<file path="config.mk">
export PLATFORM = sky130hd
export DESIGN_NAME = qslerp_div_step
export DESIGN_NICKNAME = d
export VERILOG_FILES = /design/src/rtl/qslerp_pkg.sv /design/src/rtl/qslerp_div_step.sv
export SDC_FILE = /design/constraint.sdc
export NUM_CORES = 1
export LEC_CHECK = 0
export ABC_CLOCK_PERIOD_IN_PS = 800
export BUFFER_PORTS_ARGS = -buffer_cell sky130_fd_sc_hd__buf_2
export CAP_MARGIN = 5
export CORE_AREA = 2 2 279 281
export CTS_CLUSTER_SIZE = 30
export DETAILED_ROUTE_END_ITERATION = 12
export DIE_AREA = 0 0 281 283
export PLACE_DENSITY_LB_ADDON = 0.2
export SETUP_SLACK_MARGIN = 0.05
export SYNTH_ARGS = -nofsm -noshare
export SYNTH_HDL_FRONTEND = slang
export SYNTH_SLANG_ARGS = --single-unit
</file>
<file path="constraint.sdc">
create_clock -name clk_i -period 0.8 [get_ports clk_i]
set_input_delay 0.16 -clock clk_i [delete_from_list [all_inputs] [get_ports clk_i]]
set_output_delay 0.16 -clock clk_i [all_outputs]
set_load 0.02 [all_outputs]
</file>
<file path="src/rtl/qslerp_pkg.sv">
`timescale 1ns / 1ps
// Shared constants, the angle table and the sideband record for the quaternion slerp pipeline.
// No dependencies.
package qslerp_pkg;

  localparam int FRAC_BITS         = 14;
  localparam int CORDIC_STAGES_DEF = 16;
  localparam int CW                = 34;  // CORDIC datapath and angle width, Q30
  localparam int QW                = 45;  // weight quotient bits
  localparam int WW                = 46;  // signed weight width
  localparam int SW                = 48;  // signed q1 scale width

  localparam logic [7:0] TOL_RESET = 8'd1;

  localparam logic signed [CW-1:0] Q30_PI      = 34'sd3373259426;
  localparam logic signed [CW-1:0] Q30_HALF_PI = 34'sd1686629713;
  localparam logic signed [CW-1:0] CORDIC_GAIN = 34'sd652032874;
  localparam logic [QW-1:0]        W_LIMIT     = {1'b1, {(QW-1){1'b0}}};

  localparam logic signed [CW-1:0] ATAN_Q30 [32] = '{
    34'sd843314857, 34'sd497837829, 34'sd263043837, 34'sd133525159, 34'sd67021687,
    34'sd33543516, 34'sd16775851, 34'sd8388437, 34'sd4194283, 34'sd2097149,
    34'sd1048576, 34'sd524288, 34'sd262144, 34'sd131072, 34'sd65536, 34'sd32768,
    34'sd16384, 34'sd8192, 34'sd4096, 34'sd2048, 34'sd1024, 34'sd512, 34'sd256,
    34'sd128, 34'sd64, 34'sd32, 34'sd16, 34'sd8, 34'sd4, 34'sd2, 34'sd1, 34'sd0
  };

  typedef struct packed {
    logic                   pass;
    logic                   neg;
    logic                   flip;
    logic                   sneg;
    logic                   ovf;
    logic [3:0][15:0]       q1;
    logic [3:0][15:0]       q2;
    logic [16:0]            t;
    logic signed [31:0]     d;
    logic [30:0]            s;
    logic signed [CW-1:0]   c;
  } side_t;

endpackage

</file>
<file path="src/rtl/qslerp_div_step.sv">
`timescale 1ns / 1ps
// One quotient bit of the restoring divide sin / denom, registered.
// Depends on qslerp_pkg.
module qslerp_div_step #(
  parameter int BIT = 44
) (
  input  logic                      clk_i,
  input  logic                      rst_ni,
  input  logic                      en_i,
  input  logic                      valid_i,
  input  logic [62:0]               rem_i,
  input  logic [qslerp_pkg::QW-1:0] quo_i,
  input  qslerp_pkg::side_t         side_i,
  output logic                      valid_o,
  output logic [62:0]               rem_o,
  output logic [qslerp_pkg::QW-1:0] quo_o,
  output qslerp_pkg::side_t         side_o
);
  import qslerp_pkg::*;

  logic          valid_q;
  logic [62:0]   rem_q;
  logic [QW-1:0] quo_q;
  side_t         side_q;
  logic [76:0]   den;
  logic          ge;

  assign den = 77'(side_i.s) << BIT;
  assign ge  = 77'(rem_i) >= den;

  always_ff @(posedge clk_i or negedge rst_ni) begin
    if (!rst_ni) begin
      valid_q <= 1'b0;
    end else if (en_i) begin
      valid_q <= valid_i;
    end
  end

  always_ff @(posedge clk_i) begin
    if (en_i) begin
      rem_q  <= ge ? 63'(77'(rem_i) - den) : rem_i;
      quo_q  <= ge ? (quo_i | (QW'(1) << BIT)) : quo_i;
      side_q <= side_i;
    end
  end

  assign valid_o = valid_q;
  assign rem_o   = rem_q;
  assign quo_o   = quo_q;
  assign side_o  = side_q;

endmodule

</file>
After elaboration in Yosys (flattened, before gate mapping) --
Index checks and enable logic that the tools add are counted.
Word-level totals: output and inout port bits 356, logic and storage cells 24, input port bits 359, register bits after elaboration 356
Cells by class: muxes and demuxes 1, add/sub/neg operators 1, magnitude comparators 1
Operators by type and width (count):
- $ge A63 B75 Y1 | 1
- $mux W63 | 1
- $sub A63 B63 Y63 | 1

Depth between registers and ports, before layout --
depth after elaboration 2, mapped depth 11, depth with buffers taken out 10

Worst setup path before layout --
No wires, ideal clock.
path kind input-to-reg, start in side_i[41] (netlist bit), end reg rem_q[53] (netlist: rem_o[53]) (data pin), cell stages on the path 10, setup slack -1812 ps, path buffers 2, data required time 540 ps, setup time 260 ps, data arrival time 2351 ps, cells stage by stage inv_1 ha_1 nor4b_2 nand4_1 or4_1 o31a_1 o22a_1 buf_6 buf_12 mux2_4
Between the ends: longest elaborated chain between the ends 2, elaborated cells between the ends (all ways) 3, classes of those cells 1 x add/sub; 1 x order compare; 1 x mux
RTL lines:
- from (decl) | RTL line qslerp_div_step.sv:13 | input qslerp_pkg::side_t side_i,
- $sub A63 B63 Y63 or $ge A63 B75 Y1 (tied branches) | RTL line qslerp_div_step.sv:41, qslerp_div_step.sv:29
- $mux W63 * | RTL line qslerp_div_step.sv:41 | rem_q <= ge ? 63'(77'(rem_i) - den) : rem_i;
- to (signal assigned) | RTL line qslerp_div_step.sv:41
- to (decl) | RTL line qslerp_div_step.sv:22 | logic [62:0] rem_q;
Mark *: on every way between the ends. The rest lies on a longest branch, timed or not. A chain may end at the register's enable or synchronous reset.

Worst setup path after layout --
start in rem_i[51], end reg rem_q[53] (netlist: rem_o[53]) (data pin)
Between the ends: longest elaborated chain between the ends 2, elaborated cells between the ends (all ways) 3, classes of those cells 1 x add/sub; 1 x order compare; 1 x mux
RTL lines:
- from (decl) | RTL line qslerp_div_step.sv:11 | input logic [62:0] rem_i,
- $sub A63 B63 Y63 or $ge A63 B75 Y1 (tied branches) | RTL line qslerp_div_step.sv:41, qslerp_div_step.sv:29
- $mux W63 * | RTL line qslerp_div_step.sv:41
Marks and branches as above.

==> metrics.md <==
| Metric | Value |
|---|---|
| Status | `complete, but fails checks` |
| Failing checks | `setup timing` |
| Logic gate share of total power | `0.196` |
| Critical Path AT | `2420 ps` |
| Starting density of the core | `0.159` |
| Critical path class | `primary input to flip-flop` |
| Seq cells post-synth | `356` |
| Final setup skew | `0 ps` |
| GR Overflow Total | `0` |
| Share of flip-flops with an asynchronous set or reset | `0.00281` |
| Final Wtd Congestion | `0.815` |
| Count of cell types in the netlist | `51` |
| Detail Route Antenna Nets | `0` |
| Worst skew pair latency | `560 ps` |
| Leakage | `10.7 nW` |
| Internal | `37.7 mW` |
| Area of the mapped netlist | `0.0122 mm^2` |
| Maximum ir drop on the vdd rail | `0.00148 V` |
| Clock buffer count from CTS | `43` |
| # rows | `102` |
| Worst rel slew slack | `0.716` |
| Max Cap Violations | `0` |
| PD cells | `1990 mW/mm^2` |
| Number of filler cells placed in the layout | `7577` |
| Switching Share | `0.260` |
| Syn Nets | `943` |
| # DRC | `0` |
| Commonest register cell after synthesis | `sky130_fd_sc_hd__edfxtp_1` |
| DIE HEIGHT | `283 um` |
| Total number of nets in the final design | `2207` |
| Clock share of power | `0.354` |
| Wire length of the first global-routing pass | `72.6 mm` |
| Sort of element at the end of the critical path | `flip-flop` |
| Proportion of power drawn by flip-flops and latches | `0.450` |
| Final total negative setup slack | `-185120 ps` |
| Count of vias placed by the detailed router | `10344` |
| Sequential area share after synthesis | `0.874` |
| Crit path required time | `1110 ps` |
| Setup ws final | `-1320 ps` |
| Post-synthesis to final-layout area growth | `109%` |
| Syn avg cell area | `21.7 um^2` |
| Maximum frequency from static timing analysis | `473 MHz` |
| Cell taking the most area after synthesis | `sky130_fd_sc_hd__edfxtp_1` |
| Total wire length | `52.2 mm` |
| Number of enable flip-flop cells after synthesis | `355` |
| Final critical delay including setup and external delays | `2120 ps` |
| CTS Root Buffer Type | `sky130_fd_sc_hd__clkbuf_16` |
| Clock tree from TritonCTS | `built` |
| Post-Syn Instances | `564` |
| Number of buffers between clock root and the deepest sink | `3` |
| Count of pins on the block boundary | `715` |
| Share of the synthesized area in the top cell type | `0.872` |
| Die ar. | `0.0795 mm^2` |
| Post-route insts no fill | `2904` |
| Total of buffers placed on input and output ports | `714` |
| Crit Path Max Fanout | `7` |
| Overall routing resource usage | `0.124` |
| CTS H-tree lvls | `2` |
| Largest net degree at the start of global routing | `25` |
| Dpl cells | `2464` |
| Clock-pin transition on the worst setup and hold timing paths | `60 ps` |
| # clock sinks | `356` |
| Fraction of final layout cells with drive strength greater than 1 | `0.528` |
| Vias in the first global route | `11100` |
| Via density | `3.56` |
| Top cells by area in the synthesized netlist | `sky130_fd_sc_hd__edfxtp_1 (87%), sky130_fd_sc_hd__ha_1 (1.9%), sky130_fd_sc_hd__mux2_2 (0.92%), sky130_fd_sc_hd__inv_1 (0.80%), sky130_fd_sc_hd__a21oi_1 (0.78%)` |
| Unrepaired setup endpoints after global routing | `yes` |
| Final Core Density | `0.333` |
| Final Slew Violations | `0` |
| Hold Fails Final Rpt | `0` |
| Final setup violation count | `376` |
| Horizontal die dimension | `281 um` |
| Placeable core region | `0.0767 mm^2` |
| Wire length per cell after detailed routing | `18.0 um` |
| Worst min path class | `primary input to flip-flop` |
| Tightest Pin Transition | `422 ps` |
| Initial antenna violation count | `7` |
| Crit start category | `primary input` |
| Yosys warning total | `0` |
| HPWL reported at the end of detailed placement | `40.1 mm` |
| Final clock period utilization by the worst path | `2.65` |
| Number of iterations in the first detailed-routing pass | `4` |
| Number of DRC violations after detailed-routing iteration 0 | `419` |
| Total net switching power | `13.2 mW` |
-- placed cells by master, fill, tap and decap left out, types with 3 or more instances in the layout --
cell type / n
sky130_fd_sc_hd__ha_1: 8
sky130_fd_sc_hd__buf_2: 395
sky130_fd_sc_hd__o21bai_1: 4
sky130_fd_sc_hd__inv_2: 4
sky130_fd_sc_hd__buf_6: 314
sky130_fd_sc_hd__mux2_2: 10
sky130_fd_sc_hd__nor4_1: 9
sky130_fd_sc_hd__nand2_1: 10
sky130_fd_sc_hd__o311a_1: 3
sky130_fd_sc_hd__dlygate4sd3_1: 352
sky130_fd_sc_hd__nand4_1: 5
sky130_fd_sc_hd__clkinv_4: 3
sky130_fd_sc_hd__clkbuf_16: 45
sky130_fd_sc_hd__ha_4: 11
sky130_fd_sc_hd__clkbuf_1: 14
sky130_fd_sc_hd__buf_4: 143
sky130_fd_sc_hd__xnor2_1: 7
sky130_fd_sc_hd__xor2_1: 5
sky130_fd_sc_hd__diode_2: 4
sky130_fd_sc_hd__edfxtp_1: 355
sky130_fd_sc_hd__a21oi_1: 18
sky130_fd_sc_hd__inv_1: 18
sky130_fd_sc_hd__o21ai_0: 6
sky130_fd_sc_hd__buf_12: 18
sky130_fd_sc_hd__o21a_1: 5
sky130_fd_sc_hd__clkinv_1: 9
sky130_fd_sc_hd__mux2_4: 6
sky130_fd_sc_hd__a21o_1: 11
sky130_fd_sc_hd__nor2_1: 9
sky130_fd_sc_hd__clkinvlp_4: 3
-- metrics by stage --
stage                     instance area [um^2]  hold WS (ps)  total power, mW  setup slack (ps)
after floorplan                          12500          -136             25.8             -1610
after global placement                   18600         -63.7             30.1             -2180
after detailed placement                 18600         -63.1             30.1             -2230
after CTS                                24900          -273             51.2             -1290
after global routing                     25600         -3.81             53.1             -1390
final                                    25600          30.6             50.9             -1320
-- power by group through the flow --
stage | Combinational, mW | Clock, mW | Sequential [mW]
2_1_floorplan | 0.944 | 0 | 24.9
3_3_place_gp | 7.14 | 0 | 22.9
3_5_place_dp | 7.15 | 0 | 22.9
4_1_cts | 9.63 | 18.7 | 22.8
5_1_grt | 10.5 | 19.5 | 23.0
6_report | 9.95 | 18.0 | 22.9
-- registers in the layout, indices dropped and copies added, names as in the netlist --
name / count
side_o: 247
rem_o: 63
quo_o: 45
valid_o: 1
-- logic make-up after synthesis --
group,share of synthesized area
AO/OA/AOI/OAI,0.0405
XOR/XNOR,0.00860
adder cells (fa/ha/maj),0.0211
buffers and inverters,0.0118
flip-flops,0.874
multiplexers,0.0174
AND/OR/NAND/NOR,0.0262
-- area by class of cell --
class                      instances  area [um^2]  area share
antenna                            4         10.0    0.000391
clock buffer                      58         1150      0.0451
clock inverter                    19          118     0.00460
inverter                          26          128     0.00499
multi-input combinational        176         1660      0.0647
sequential                       356        10700       0.418
tap                             1040         1300      0.0509
timing repair buffer            1225        10500       0.412
-- worst paths after layout --
check / start / end / slack, ps / cells after the start
min in group asynchronous: rst_ni / valid_o$_DFFE_PN0P_ / 440 / 3
setup reg to reg: valid_o$_DFFE_PN0P_ / valid_o$_DFFE_PN0P_ / 30 / 1
setup / recovery: rem_i[51] / rem_o[53]$_DFFE_PP_ / -1320 / 10
max in group asynchronous: rst_ni / valid_o$_DFFE_PN0P_ / 250 / 3
hold reg to reg: valid_o$_DFFE_PN0P_ / valid_o$_DFFE_PN0P_ / 530 / 1
hold / removal: side_i[34] / rem_o[44]$_DFFE_PP_ / 30 / 3
-- layer usage --
metal	vias up	share of wire	routed length (um)	global-route usage
li1	4811	-	-	-
met1	5027	0.36	18800	0.129
met2	421	0.52	27000	0.226
met3	79	0.093	4840	0.0476
met4	6	0.031	1600	0.0402
met5	-	0.00075	39	0
-- Yosys cell counts, types with 2 or more instances --
cell type,instances
sky130_fd_sc_hd__nand3_1,3
sky130_fd_sc_hd__ha_1,19
sky130_fd_sc_hd__o21bai_1,4
sky130_fd_sc_hd__o311a_1,3
sky130_fd_sc_hd__and3_1,2
sky130_fd_sc_hd__o21a_1,5
sky130_fd_sc_hd__a211o_1,2
sky130_fd_sc_hd__o31ai_1,3
sky130_fd_sc_hd__a21o_1,11
sky130_fd_sc_hd__nor3_1,2
sky130_fd_sc_hd__inv_1,26
sky130_fd_sc_hd__a21oi_1,19
sky130_fd_sc_hd__o31a_1,2
sky130_fd_sc_hd__nor4_1,11
sky130_fd_sc_hd__or2_2,2
sky130_fd_sc_hd__xor2_1,5
sky130_fd_sc_hd__nor4b_1,3
sky130_fd_sc_hd__edfxtp_1,355
sky130_fd_sc_hd__nand2_1,10
sky130_fd_sc_hd__o221ai_1,2
sky130_fd_sc_hd__nor2_1,9
sky130_fd_sc_hd__o21ai_0,6
sky130_fd_sc_hd__a211oi_1,2
sky130_fd_sc_hd__nand2b_1,2
sky130_fd_sc_hd__o22ai_1,2
sky130_fd_sc_hd__clkbuf_1,4
sky130_fd_sc_hd__xnor2_1,7
sky130_fd_sc_hd__o211ai_1,2
sky130_fd_sc_hd__mux2_2,10
sky130_fd_sc_hd__mux2_4,6
sky130_fd_sc_hd__nand4_1,5
-- worst max-delay path: stages --
cell and delay, ps:
sky130_fd_sc_hd__buf_4 120, sky130_fd_sc_hd__ha_4 260, sky130_fd_sc_hd__nor4b_4 170, sky130_fd_sc_hd__buf_4 160
sky130_fd_sc_hd__nand4_1 80, sky130_fd_sc_hd__or4_4 430, sky130_fd_sc_hd__o31a_1 320, sky130_fd_sc_hd__o22a_4 260
sky130_fd_sc_hd__buf_12 160, sky130_fd_sc_hd__mux2_4 290
-- repair_timing --
item                                   4_1_cts  5_1_grt
gates cloned                                 0        1
pin swaps                                    7        2
gates resized for setup                    448      200
setup endpoints to repair                  377      377
endpoints found under the hold margin      354        2
setup buffers                                6        1
hold buffers                               351        1
Note: power is estimated with default switching activity, not from simulation.
