**config.mk**
```make
export PLATFORM = sky130hd
export DESIGN_NAME = qslerp_sqrt_step
export DESIGN_NICKNAME = d
export VERILOG_FILES = /design/src/rtl/qslerp_pkg.sv /design/src/rtl/qslerp_sqrt_step.sv
export SDC_FILE = /design/constraint.sdc
export NUM_CORES = 1
export LEC_CHECK = 0
export BUFFER_PORTS_ARGS = -buffer_cell sky130_fd_sc_hd__buf_2
export CORE_AREA = 5 5 265 267
export DETAILED_ROUTE_END_ITERATION = 6
export DIE_AREA = 0 0 270 272
export GPL_TIMING_DRIVEN = 0
export PLACE_DENSITY = 0.47
export SKIP_LAST_GASP = 1
export SLEW_MARGIN = 10
export SYNTH_ARGS = -nofsm -noshare
export SYNTH_HDL_FRONTEND = slang
export SYNTH_SLANG_ARGS = --single-unit
```
**constraint.sdc**
```tcl
create_clock -name clk_i -period 0.8 [get_ports clk_i]
set_input_delay 0.2 -clock clk_i [delete_from_list [all_inputs] [get_ports clk_i]]
set_output_delay 0.2 -clock clk_i [all_outputs]
set_load 0.03 [all_outputs]
```
**src/rtl/qslerp_pkg.sv**
```systemverilog
`timescale 1ns / 1ps
// Shared constants, the angle table and the sideband record for the quaternion slerp pipeline.
// No dependencies.
package qslerp_pkg;

  localparam int FRAC_BITS         = 14;
  localparam int CORDIC_STAGES_DEF = 16;
  localparam int CW                = 34;  // CORDIC datapath and angle width, Q30
  localparam int QW                = 45;  // weight quotient bits
  localparam int WW                = 46;  // signed weight width
  localparam int SW                = 48;  // signed q1 scale width

  localparam logic [7:0] TOL_RESET = 8'd1;

  localparam logic signed [CW-1:0] Q30_PI      = 34'sd3373259426;
  localparam logic signed [CW-1:0] Q30_HALF_PI = 34'sd1686629713;
  localparam logic signed [CW-1:0] CORDIC_GAIN = 34'sd652032874;
  localparam logic [QW-1:0]        W_LIMIT     = {1'b1, {(QW-1){1'b0}}};

  localparam logic signed [CW-1:0] ATAN_Q30 [32] = '{
    34'sd843314857, 34'sd497837829, 34'sd263043837, 34'sd133525159, 34'sd67021687,
    34'sd33543516, 34'sd16775851, 34'sd8388437, 34'sd4194283, 34'sd2097149,
    34'sd1048576, 34'sd524288, 34'sd262144, 34'sd131072, 34'sd65536, 34'sd32768,
    34'sd16384, 34'sd8192, 34'sd4096, 34'sd2048, 34'sd1024, 34'sd512, 34'sd256,
    34'sd128, 34'sd64, 34'sd32, 34'sd16, 34'sd8, 34'sd4, 34'sd2, 34'sd1, 34'sd0
  };

  typedef struct packed {
    logic                   pass;
    logic                   neg;
    logic                   flip;
    logic                   sneg;
    logic                   ovf;
    logic [3:0][15:0]       q1;
    logic [3:0][15:0]       q2;
    logic [16:0]            t;
    logic signed [31:0]     d;
    logic [30:0]            s;
    logic signed [CW-1:0]   c;
  } side_t;

endpackage

```
**src/rtl/qslerp_sqrt_step.sv**
```systemverilog
`timescale 1ns / 1ps
// One result bit of the restoring square root of the radicand, registered.
// Depends on qslerp_pkg.
module qslerp_sqrt_step #(
  parameter int BIT = 30
) (
  input  logic              clk_i,
  input  logic              rst_ni,
  input  logic              en_i,
  input  logic              valid_i,
  input  logic [60:0]       rad_i,
  input  logic [30:0]       root_i,
  input  qslerp_pkg::side_t side_i,
  output logic              valid_o,
  output logic [60:0]       rad_o,
  output logic [30:0]       root_o,
  output qslerp_pkg::side_t side_o
);
  import qslerp_pkg::*;

  logic        valid_q;
  logic [60:0] rad_q;
  logic [30:0] root_q;
  side_t       side_q;
  logic [62:0] trial;
  logic        ge;

  assign trial = (63'(root_i) << (BIT + 1)) + (63'd1 << (2 * BIT));
  assign ge    = 63'(rad_i) >= trial;

  always_ff @(posedge clk_i or negedge rst_ni) begin
    if (!rst_ni) begin
      valid_q <= 1'b0;
    end else if (en_i) begin
      valid_q <= valid_i;
    end
  end

  always_ff @(posedge clk_i) begin
    if (en_i) begin
      rad_q  <= ge ? 61'(63'(rad_i) - trial) : rad_i;
      root_q <= ge ? (root_i | (31'd1 << BIT)) : root_i;
      side_q <= side_i;
    end
  end

  assign valid_o = valid_q;
  assign rad_o   = rad_q;
  assign root_o  = root_q;
  assign side_o  = side_q;

endmodule

```
After elaboration in Yosys (flattened, before gate mapping)
Cells that the tools add are included.
{"block": "word_totals", "inputBits": 343, "word_cells": 25, "regBits": 340}
{"block": "classes", "muxes": 1, "n_addsub": 2, "n_lt_le_gt_ge": 1}
{"cell": "$add A62 B61 Y63 const B", "n": 1}
{"cell": "$ge A61 B63 Y1", "n": 1}
{"cell": "$mux W61", "n": 1}
{"cell": "$sub A61 B61 Y61", "n": 1}

Logic depth before layout (Yosys ltp)
Gate-level depths: netlist of the first run.
{"block": "depth", "depth_word": 3, "depth_mapped": 14}

Worst setup path before layout of the first run
Ideal clock, no wire load.
{"block": "synth_path", "path_type": "input port to flip-flop", "start": "in rad_i[31]", "end": "reg rad_q[32] (netlist: rad_o[32]), data pin", "t_arrival_ns": 2.349, "path_stages": 13, "setup_slack_ns": -1.810, "setup_time_ns": 0.260, "t_required_ns": 0.540, "path_cell_list": "inv_1 ha_1 inv_1 fa_1 a211oi_1 o211ai_2 o211ai_2 o21ai_0 o21ai_0 o311a_1 buf_6 buf_6 mux2_4"}
{"block": "synth_between", "elab_chain_len": 2, "elab_cells_between_ends": 3, "cone_classes": "1 x add/sub; 1 x order compare; 1 x mux"}
{"element": "from (decl)", "line": "qslerp_sqrt_step.sv:11", "source": "input logic [60:0] rad_i,"}
{"element": "$sub A61 B61 Y61 or $ge A61 B63 Y1 (tied branches)", "line": "qslerp_sqrt_step.sv:41, qslerp_sqrt_step.sv:29"}
{"element": "$mux W61 (*)", "line": "qslerp_sqrt_step.sv:41", "source": "rad_q <= ge ? 61'(63'(rad_i) - trial) : rad_i;"}
{"element": "to (signal assigned)", "line": "qslerp_sqrt_step.sv:41"}
{"element": "to (decl)", "line": "qslerp_sqrt_step.sv:22", "source": "logic [60:0] rad_q;"}
Mark *: on every way between the ends. The rest lies on a longest branch, timed or not.
A chain may end at the register's enable or synchronous reset.

Worst setup path in the final report of the first run
{"block": "layout_path", "start": "in root_i[17]", "end": "reg rad_q[41] (netlist: rad_o[41]), data pin"}
{"block": "layout_between", "elab_chain_len": 3}
{"element": "from (decl)", "line": "qslerp_sqrt_step.sv:12", "source": "input logic [30:0] root_i,"}
{"element": "$add A62 B61 Y63", "line": "qslerp_sqrt_step.sv:28", "source": "assign trial = (63'(root_i) << (BIT + 1)) + (63'd1 << (2 * BIT));"}
{"element": "$ge A61 B63 Y1", "line": "qslerp_sqrt_step.sv:29", "source": "assign ge = 63'(rad_i) >= trial;"}
{"element": "$mux W61", "line": "qslerp_sqrt_step.sv:41"}
No other way between the ends.

==> results of run 1 <==
cell type report:
class / instances / area [µm²] / share of cell area
inverters: 36 / 148 / 0.00593
plain buffers: 12 / 136 / 0.00548
diodes: 10 / 25.0 / 0.00101
multi-input cells: 298 / 2460 / 0.0987
clock inverters: 21 / 185 / 0.00744
clock buffers: 54 / 1150 / 0.0461
flip-flops and latches: 340 / 10200 / 0.410
well taps: 882 / 1100 / 0.0443
repair buffers: 1057 / 9480 / 0.381
power groups by stage:
stage / clock network [µW] / logic, µW / registers (µW)
3_3_place_gp: 0 / 8050 / 22100
3_5_place_dp: 0 / 8120 / 22000
4_1_cts: 19400 / 11500 / 22000
5_1_grt: 20000 / 12300 / 22100
6_report: 18600 / 11800 / 22000
2_1_floorplan: 0 / 1350 / 25000
cell usage after synthesis, types with 6 or more instances:
cell and n:
edfxtp_1 339, o21ai_0 51, nand2_1 49, inv_1 36, ha_1 32, a21oi_1 31
xor2_1 13, nor2_1 12, a21o_1 11, xnor2_1 11, nand3_1 9, nand4_1 8
nor4_1 8, buf_2 7, clkbuf_1 6, nand2b_1 6
critical path, stage by stage:
cell and delay [ns]:
buf_2 0.10, inv_1 0.04, ha_1 0.27, buf_2 0.21
nand4_1 0.19, nor3_1 0.25, a22oi_1 0.11, o21ai_2 0.13
o21ai_1 0.08, o311a_1 0.31, buf_6 0.15, buf_12 0.12
buf_8 0.12, clkbuf_16 0.16, nand2_1 0.06, o21ai_1 0.06
per-layer routing:
metal / track usage / share of wire / vias to the layer above
met5: 0 / 0.0017 / -
li1: - / - / 4874
met2: 0.276 / 0.51 / 518
met4: 0.0527 / 0.038 / 16
met3: 0.0647 / 0.089 / 119
met1: 0.168 / 0.36 / 5359
logic make-up after synthesis:
logic type	count (synthesis)	synth area share
flops	340	0.822
compound gates	121	0.0592
mux	3	0.00292
fa+ha+maj	33	0.0339
simple gates	117	0.0477
buf+inv	51	0.0173
xor+xnor	24	0.0169
cell usage in the layout (no fill, tap or decap), types with 11 or more instances in the layout:
| cell | count |
|---|---|
| nor2_1 | 11 |
| buf_6 | 346 |
| xnor2_1 | 11 |
| buf_4 | 19 |
| a21oi_1 | 29 |
| inv_1 | 31 |
| clkbuf_16 | 46 |
| ha_1 | 19 |
| edfxtp_1 | 339 |
| dlygate4sd3_1 | 342 |
| nand2_1 | 34 |
| xor2_1 | 13 |
| o21ai_1 | 16 |
| a21o_1 | 11 |
| buf_2 | 342 |
| ha_4 | 13 |
| o21ai_0 | 23 |
how the worst min path moves through the flow:
stage	from	endpoint	slack [ns]
finish	en_i	side_o[72]	0.05
global route	en_i	side_o[142]	0.03
CTS	rad_i[40]	rad_o[40]	0.001
detailed placement	rst_ni	valid_o	-0.02
global placement	rst_ni	valid_o	-0.02
floorplan	rst_ni	valid_o	-0.1
repair_timing:
| action | CTS | global route |
|---|---|---|
| gates resized for setup | 750 | 78 |
| pin swaps | 12 | 25 |
| setup endpoints to repair | 615 | 372 |
| hold endpoints to repair | 339 | 2 |
| hold buffers | 340 | 2 |
| buffers inserted | 12 | 14 |
| cloned | 3 | 1 |
sequential cells by signal, summed over array words and instances (netlist names):
| signal | count |
|---|---|
| side_o | 247 |
| rad_o | 61 |
| root_o | 31 |
| valid_o | 1 |
metrics by stage:
stage	util	hold slack, ns	cell area (µm²)	setup TNS (ns)	setup WS [ns]
2_1_floorplan	-	-0.0956	12500	-46.34	-1.57
3_3_place_gp	0.251	-0.0237	17000	-1965.93	-5.87
3_5_place_dp	0.253	-0.0233	17100	-331.58	-2.77
4_1_cts	0.360	0.00139	24500	-232.30	-1.45
5_1_grt	0.367	0.0273	24900	-238.99	-1.54
6_report	0.367	0.0548	24900	-215.27	-1.46
==> metrics.csv, run 1 <==
metric,value,unit
GRT Util Overall,0.155,
"Net Count, Synth",1065,
Mapped Area,12400,µm²
instance count after placement with tap cells included,2256,
peak supply drop,1.56,mV
number of remaining DRC errors,0,
Worst Path Arrival,2.57,ns
violations in the final reports,setup timing,
wire length after detailed routing,60500,µm
CP required,1.11,ns
CTS tree,yes,
# port buffers,682,
P_sw,15100,µW
fraction of synthesis flops using an asynchronous set or reset pin,0.00294,
number of vias per cell after detailed routing,4.02,
sequential group share of total power,0.420,
cell type with the highest aggregate area in the netlist,edfxtp_1,
Tcrit/Tclk final,2.82,
core footprint,67900,µm²
capture point of the worst path,rad_o[41],
H-tree depth reported by CTS,2,
worst-skew pair later-pin latency,0.57,ns
setup slack of the worst register-to-register path,0.02,ns
proportion of netlist area held by the largest area contributor,0.820,
average detailed-routed wire length per instance,22.3,µm
Non-Filler Instances,2710,
result of the run,finished with violations,
post-synth cell types,52,
sort of element at the start of the critical path,input pin,
path type of the worst setup path,in2reg,
Max-cap violations,0,
RSZ-0062 raised after global routing,true,
Final Worst Setup Slack,-1.46,ns
layout cells sized above 1,0.474,
starting DRC count in detailed routing,625,
cells after synthesis,689,
main flop type after synthesis,edfxtp_1,
Critical Path Sink Type,flop,
critical register-to-register path startpoint,valid_o,
Post-synth EDFFs,339,
width of the die,270,µm
aggregate global routing overflow,0,
average cell area after synthesis,18.0,µm²
CP Launch Point,root_i[17],
Post-DP HPWL,43900,µm
count of pins over their slew limit,0,
Min-Delay Path Depth,1,
path type of the worst min-delay path,in2reg,
"Warnings, synthesis",0,
number of I/O pins,683,
standby leakage power,0.0103,µW
number of sinks on the clock net,340,
Initial Util,0.183,
Detail Route Antenna Nets,0,
portion of total power attributed to combinational logic,0.225,
total internal power,37300,µW
Filler Cells Inserted,6385,
relative slew slack,0.522,
number of buffers created by CTS,43,
number of buffers on the longest clock path,3,
wire length of the first global-routing pass,84400,µm
Root Buffer Master,clkbuf_16,
part of the Yosys area used for sequential elements,0.822,
final hold vios,0,
gp weighted congestion,0.890,
total number of vias,10900,
# nets final,2164,
number of synthesized register bits,340,
Tightest Pin Transition,0.709,ns
path depth of the worst reg2reg path,1,
clock edge transition at the registers on the reported setup and hold paths,0.06,ns
maximum fanout along the worst path,9,
terminus of the critical flop-to-flop path,valid_o,
number of setup violations in the final report,371,
via count of the first global-routing pass,11700,
Die Height,272,µm
clock group share of total power,0.355,
row cnt,96,
area added between synthesis and finish,101,%
Total Die Area,73400,µm²
Design Power,52300,µW
total iterations of the first detailed-routing run,5,
net switching fraction of the power,0.288,
leading post-synthesis cells by cell area,"edfxtp_1 (82%), ha_1 (3.2%), o21ai_0 (2.1%)",
maximum number of pins on one net before global-route repair,70,
antenna violations before repair,21,
power density relative to cell area,2100,nW/µm²
maximum clock frequency,443,MHz
Fin Clk Skew,0,ns
"Min Clock Period, post-route",2.26,ns
Note: power is estimated with default switching activity, not from simulation.
==> run 2, diff against run 1 <==
--- a/config.mk
+++ b/config.mk
@@ -7,8 +7,11 @@
 export LEC_CHECK = 0
 export BUFFER_PORTS_ARGS = -buffer_cell sky130_fd_sc_hd__buf_2
 export CORE_AREA = 5 5 265 267
+export CTS_BUF_LIST = sky130_fd_sc_hd__clkbuf_4
+export CTS_CLUSTER_SIZE = 40
 export DETAILED_ROUTE_END_ITERATION = 6
 export DIE_AREA = 0 0 270 272
+export GPL_ROUTABILITY_DRIVEN = 0
 export GPL_TIMING_DRIVEN = 0
 export PLACE_DENSITY = 0.47
 export SKIP_LAST_GASP = 1
==> metrics.csv, run 2 (synthesized netlist as in run 1, its figures left out) <==
metric,value,unit
Post-DP HPWL,43900,µm
maximum fanout along the worst path,4,
wire length of the first global-routing pass,89100,µm
starting DRC count in detailed routing,624,
H-tree depth reported by CTS,3,
RSZ-0062 raised after global routing,true,
area occupied by multi-input gates,2460,µm²
standby leakage power,0.0110,µW
most common library cell in the layout ignoring fill and taps,dlygate4sd3_1,
net switching fraction of the power,0.303,
layout cells sized above 1,0.462,
result of the run,finished with violations,
Fin Clk Skew,0,ns
Hold WS,-0.447,ns
Critical Path Sink Type,flop,
final core utilization,0.386,
number of flip-flops under the largest register name,247,
Register Area,10200,µm²
CP required,1.36,ns
count of pins over their slew limit,0,
Max-cap violations,0,
clock group share of total power,0.331,
Die Height,272,µm
terminating pin of the worst hold path,root_o[10],
number of sinks on the clock net,340,
number of vias per cell after detailed routing,4.01,
Final Worst Setup Slack,-1.24,ns
width of the die,270,µm
core footprint,67900,µm²
row cnt,96,
Root Buffer Master,clkbuf_4,
portion of total power attributed to combinational logic,0.240,
total number of vias,11800,
number of buffers on the longest clock path,3,
# port buffers,682,
# nets final,2357,
sort of element at the start of the critical path,input pin,
sequential group share of total power,0.429,
Min-Delay Path Depth,1,
worst-skew pair later-pin latency,0.78,ns
Detail Route Antenna Nets,0,
clock edge transition at the registers on the reported setup and hold paths,0.07,ns
P_sw,15600,µW
path depth of the worst reg2reg path,1,
terminus of the critical flop-to-flop path,valid_o,
total internal power,35800,µW
number of buffers created by CTS,98,
final hold vios,119,
total iterations of the first detailed-routing run,5,
maximum clock frequency,491,MHz
Filler Cells Inserted,6265,
maximum number of pins on one net before global-route repair,109,
critical hold path startpoint,root_i[10],
Worst Path Arrival,2.59,ns
via count of the first global-routing pass,12900,
setup slack of the worst register-to-register path,0.02,ns
aggregate global routing overflow,0,
wire length after detailed routing,63300,µm
area added between synthesis and finish,111,%
Total Die Area,73400,µm²
critical register-to-register path startpoint,valid_o,
power density relative to cell area,1960,nW/µm²
relative slew slack,0.535,
violations in the final reports,"hold timing, setup timing",
Tightest Pin Transition,0.691,ns
Initial Util,0.183,
path type of the worst min-delay path,in2reg,
path type of the worst setup path,in2reg,
peak supply drop,1.02,mV
setup TNS,-297.92,ns
Tcrit/Tclk final,2.55,
number of setup violations in the final report,555,
antenna violations before repair,18,
number of I/O pins,683,
average detailed-routed wire length per instance,21.4,µm
"leading cell types in the layout, fill and taps excluded","dlygate4sd3_1 (476), buf_6 (349), edfxtp_1 (339), buf_2 (335), clkbuf_4 (145)",
GRT Util Overall,0.163,
CTS tree,yes,
"Min Clock Period, post-route",2.04,ns
number of remaining DRC errors,0,
run 2: changes by cell type in the layout (fill, tap and decap cells not counted), sizes merged:
cell and change:
clkinvlp -2, dlymetal6s4s +6, clkinv +15, inv -1, diode +1, bufbuf -2, clkbuf +90, dlygate4sd3 +134
run 2: power groups by stage:
stage / Combinational, µW / Clock (µW) / Sequential, µW
2_1_floorplan: 1350 / 0 / 25000
3_3_place_gp: 8050 / 0 / 22100
3_5_place_dp: 8120 / 0 / 22000
4_1_cts: 11900 / 17800 / 22000
5_1_grt: 12900 / 18800 / 22100
6_report: 12300 / 17000 / 22000
run 2: per-layer routing:
layer / up-vias / global-route usage / wire length, µm
li1: 5323 / - / -
met2: 574 / 0.278 / 31300
met4: 14 / 0.0938 / 3660
met3: 148 / 0.0662 / 5410
met5: - / 0 / 83
met1: 5784 / 0.170 / 22900
run 2: how the worst max path moves through the flow:
stage / cells after the start / end / startpoint
CTS: 15 / rad_o[58] / rad_i[31]
global placement: 2 / valid_o / en_i
floorplan: 13 / rad_o[32] / rad_i[31]
detailed placement: 15 / rad_o[34] / rad_i[31]
global route: 13 / rad_o[53] / rad_i[31]
finish: 13 / rad_o[53] / rad_i[31]
run 2: worst max-delay path, stage by stage:
cell and delay [ns]:
buf_12 0.11, inv_12 0.04, ha_4 0.15, inv_2 0.04, fa_2 0.45, a211oi_4 0.27
o211ai_2 0.13, o211ai_4 0.16, nand3_2 0.17, a41o_4 0.32, o41ai_4 0.25, xor2_1 0.20
o21ai_1 0.08
run 2: cell type report:
class	count	area share
timing repair buffer	1195	0.414
sequential	340	0.390
multi-input combinational	298	0.0938
tap	882	0.0421
clock buffer	144	0.0413
clock inverter	33	0.00750
inverter	36	0.00583
buffer	12	0.00502
antenna	11	0.00105
run 2: repair_timing:
| action | 4_1_cts | 5_1_grt |
|---|---|---|
| gates resized for setup | 741 | 96 |
| endpoints found under the hold margin | 448 | 135 |
| cloned | 0 | 2 |
| setup buffers | 10 | 17 |
| setup endpoints to repair | 416 | 392 |
| hold buffers | 477 | 19 |
| pin swaps | 13 | 24 |
run 2: metrics by stage:
step	area (µm²)	hold WS (ns)	setup WS [ns]	cells	total power, µW
finish	26200	-0.447	-1.24	2951	51300
global route	26200	-0.610	-1.25	2946	53900
CTS	25700	-0.621	-1.11	2920	51700
detailed placement	17100	-0.0233	-2.77	2256	30100
global placement	17000	-0.0237	-5.87	2253	30200
floorplan	12500	-0.0956	-1.57	689	26300
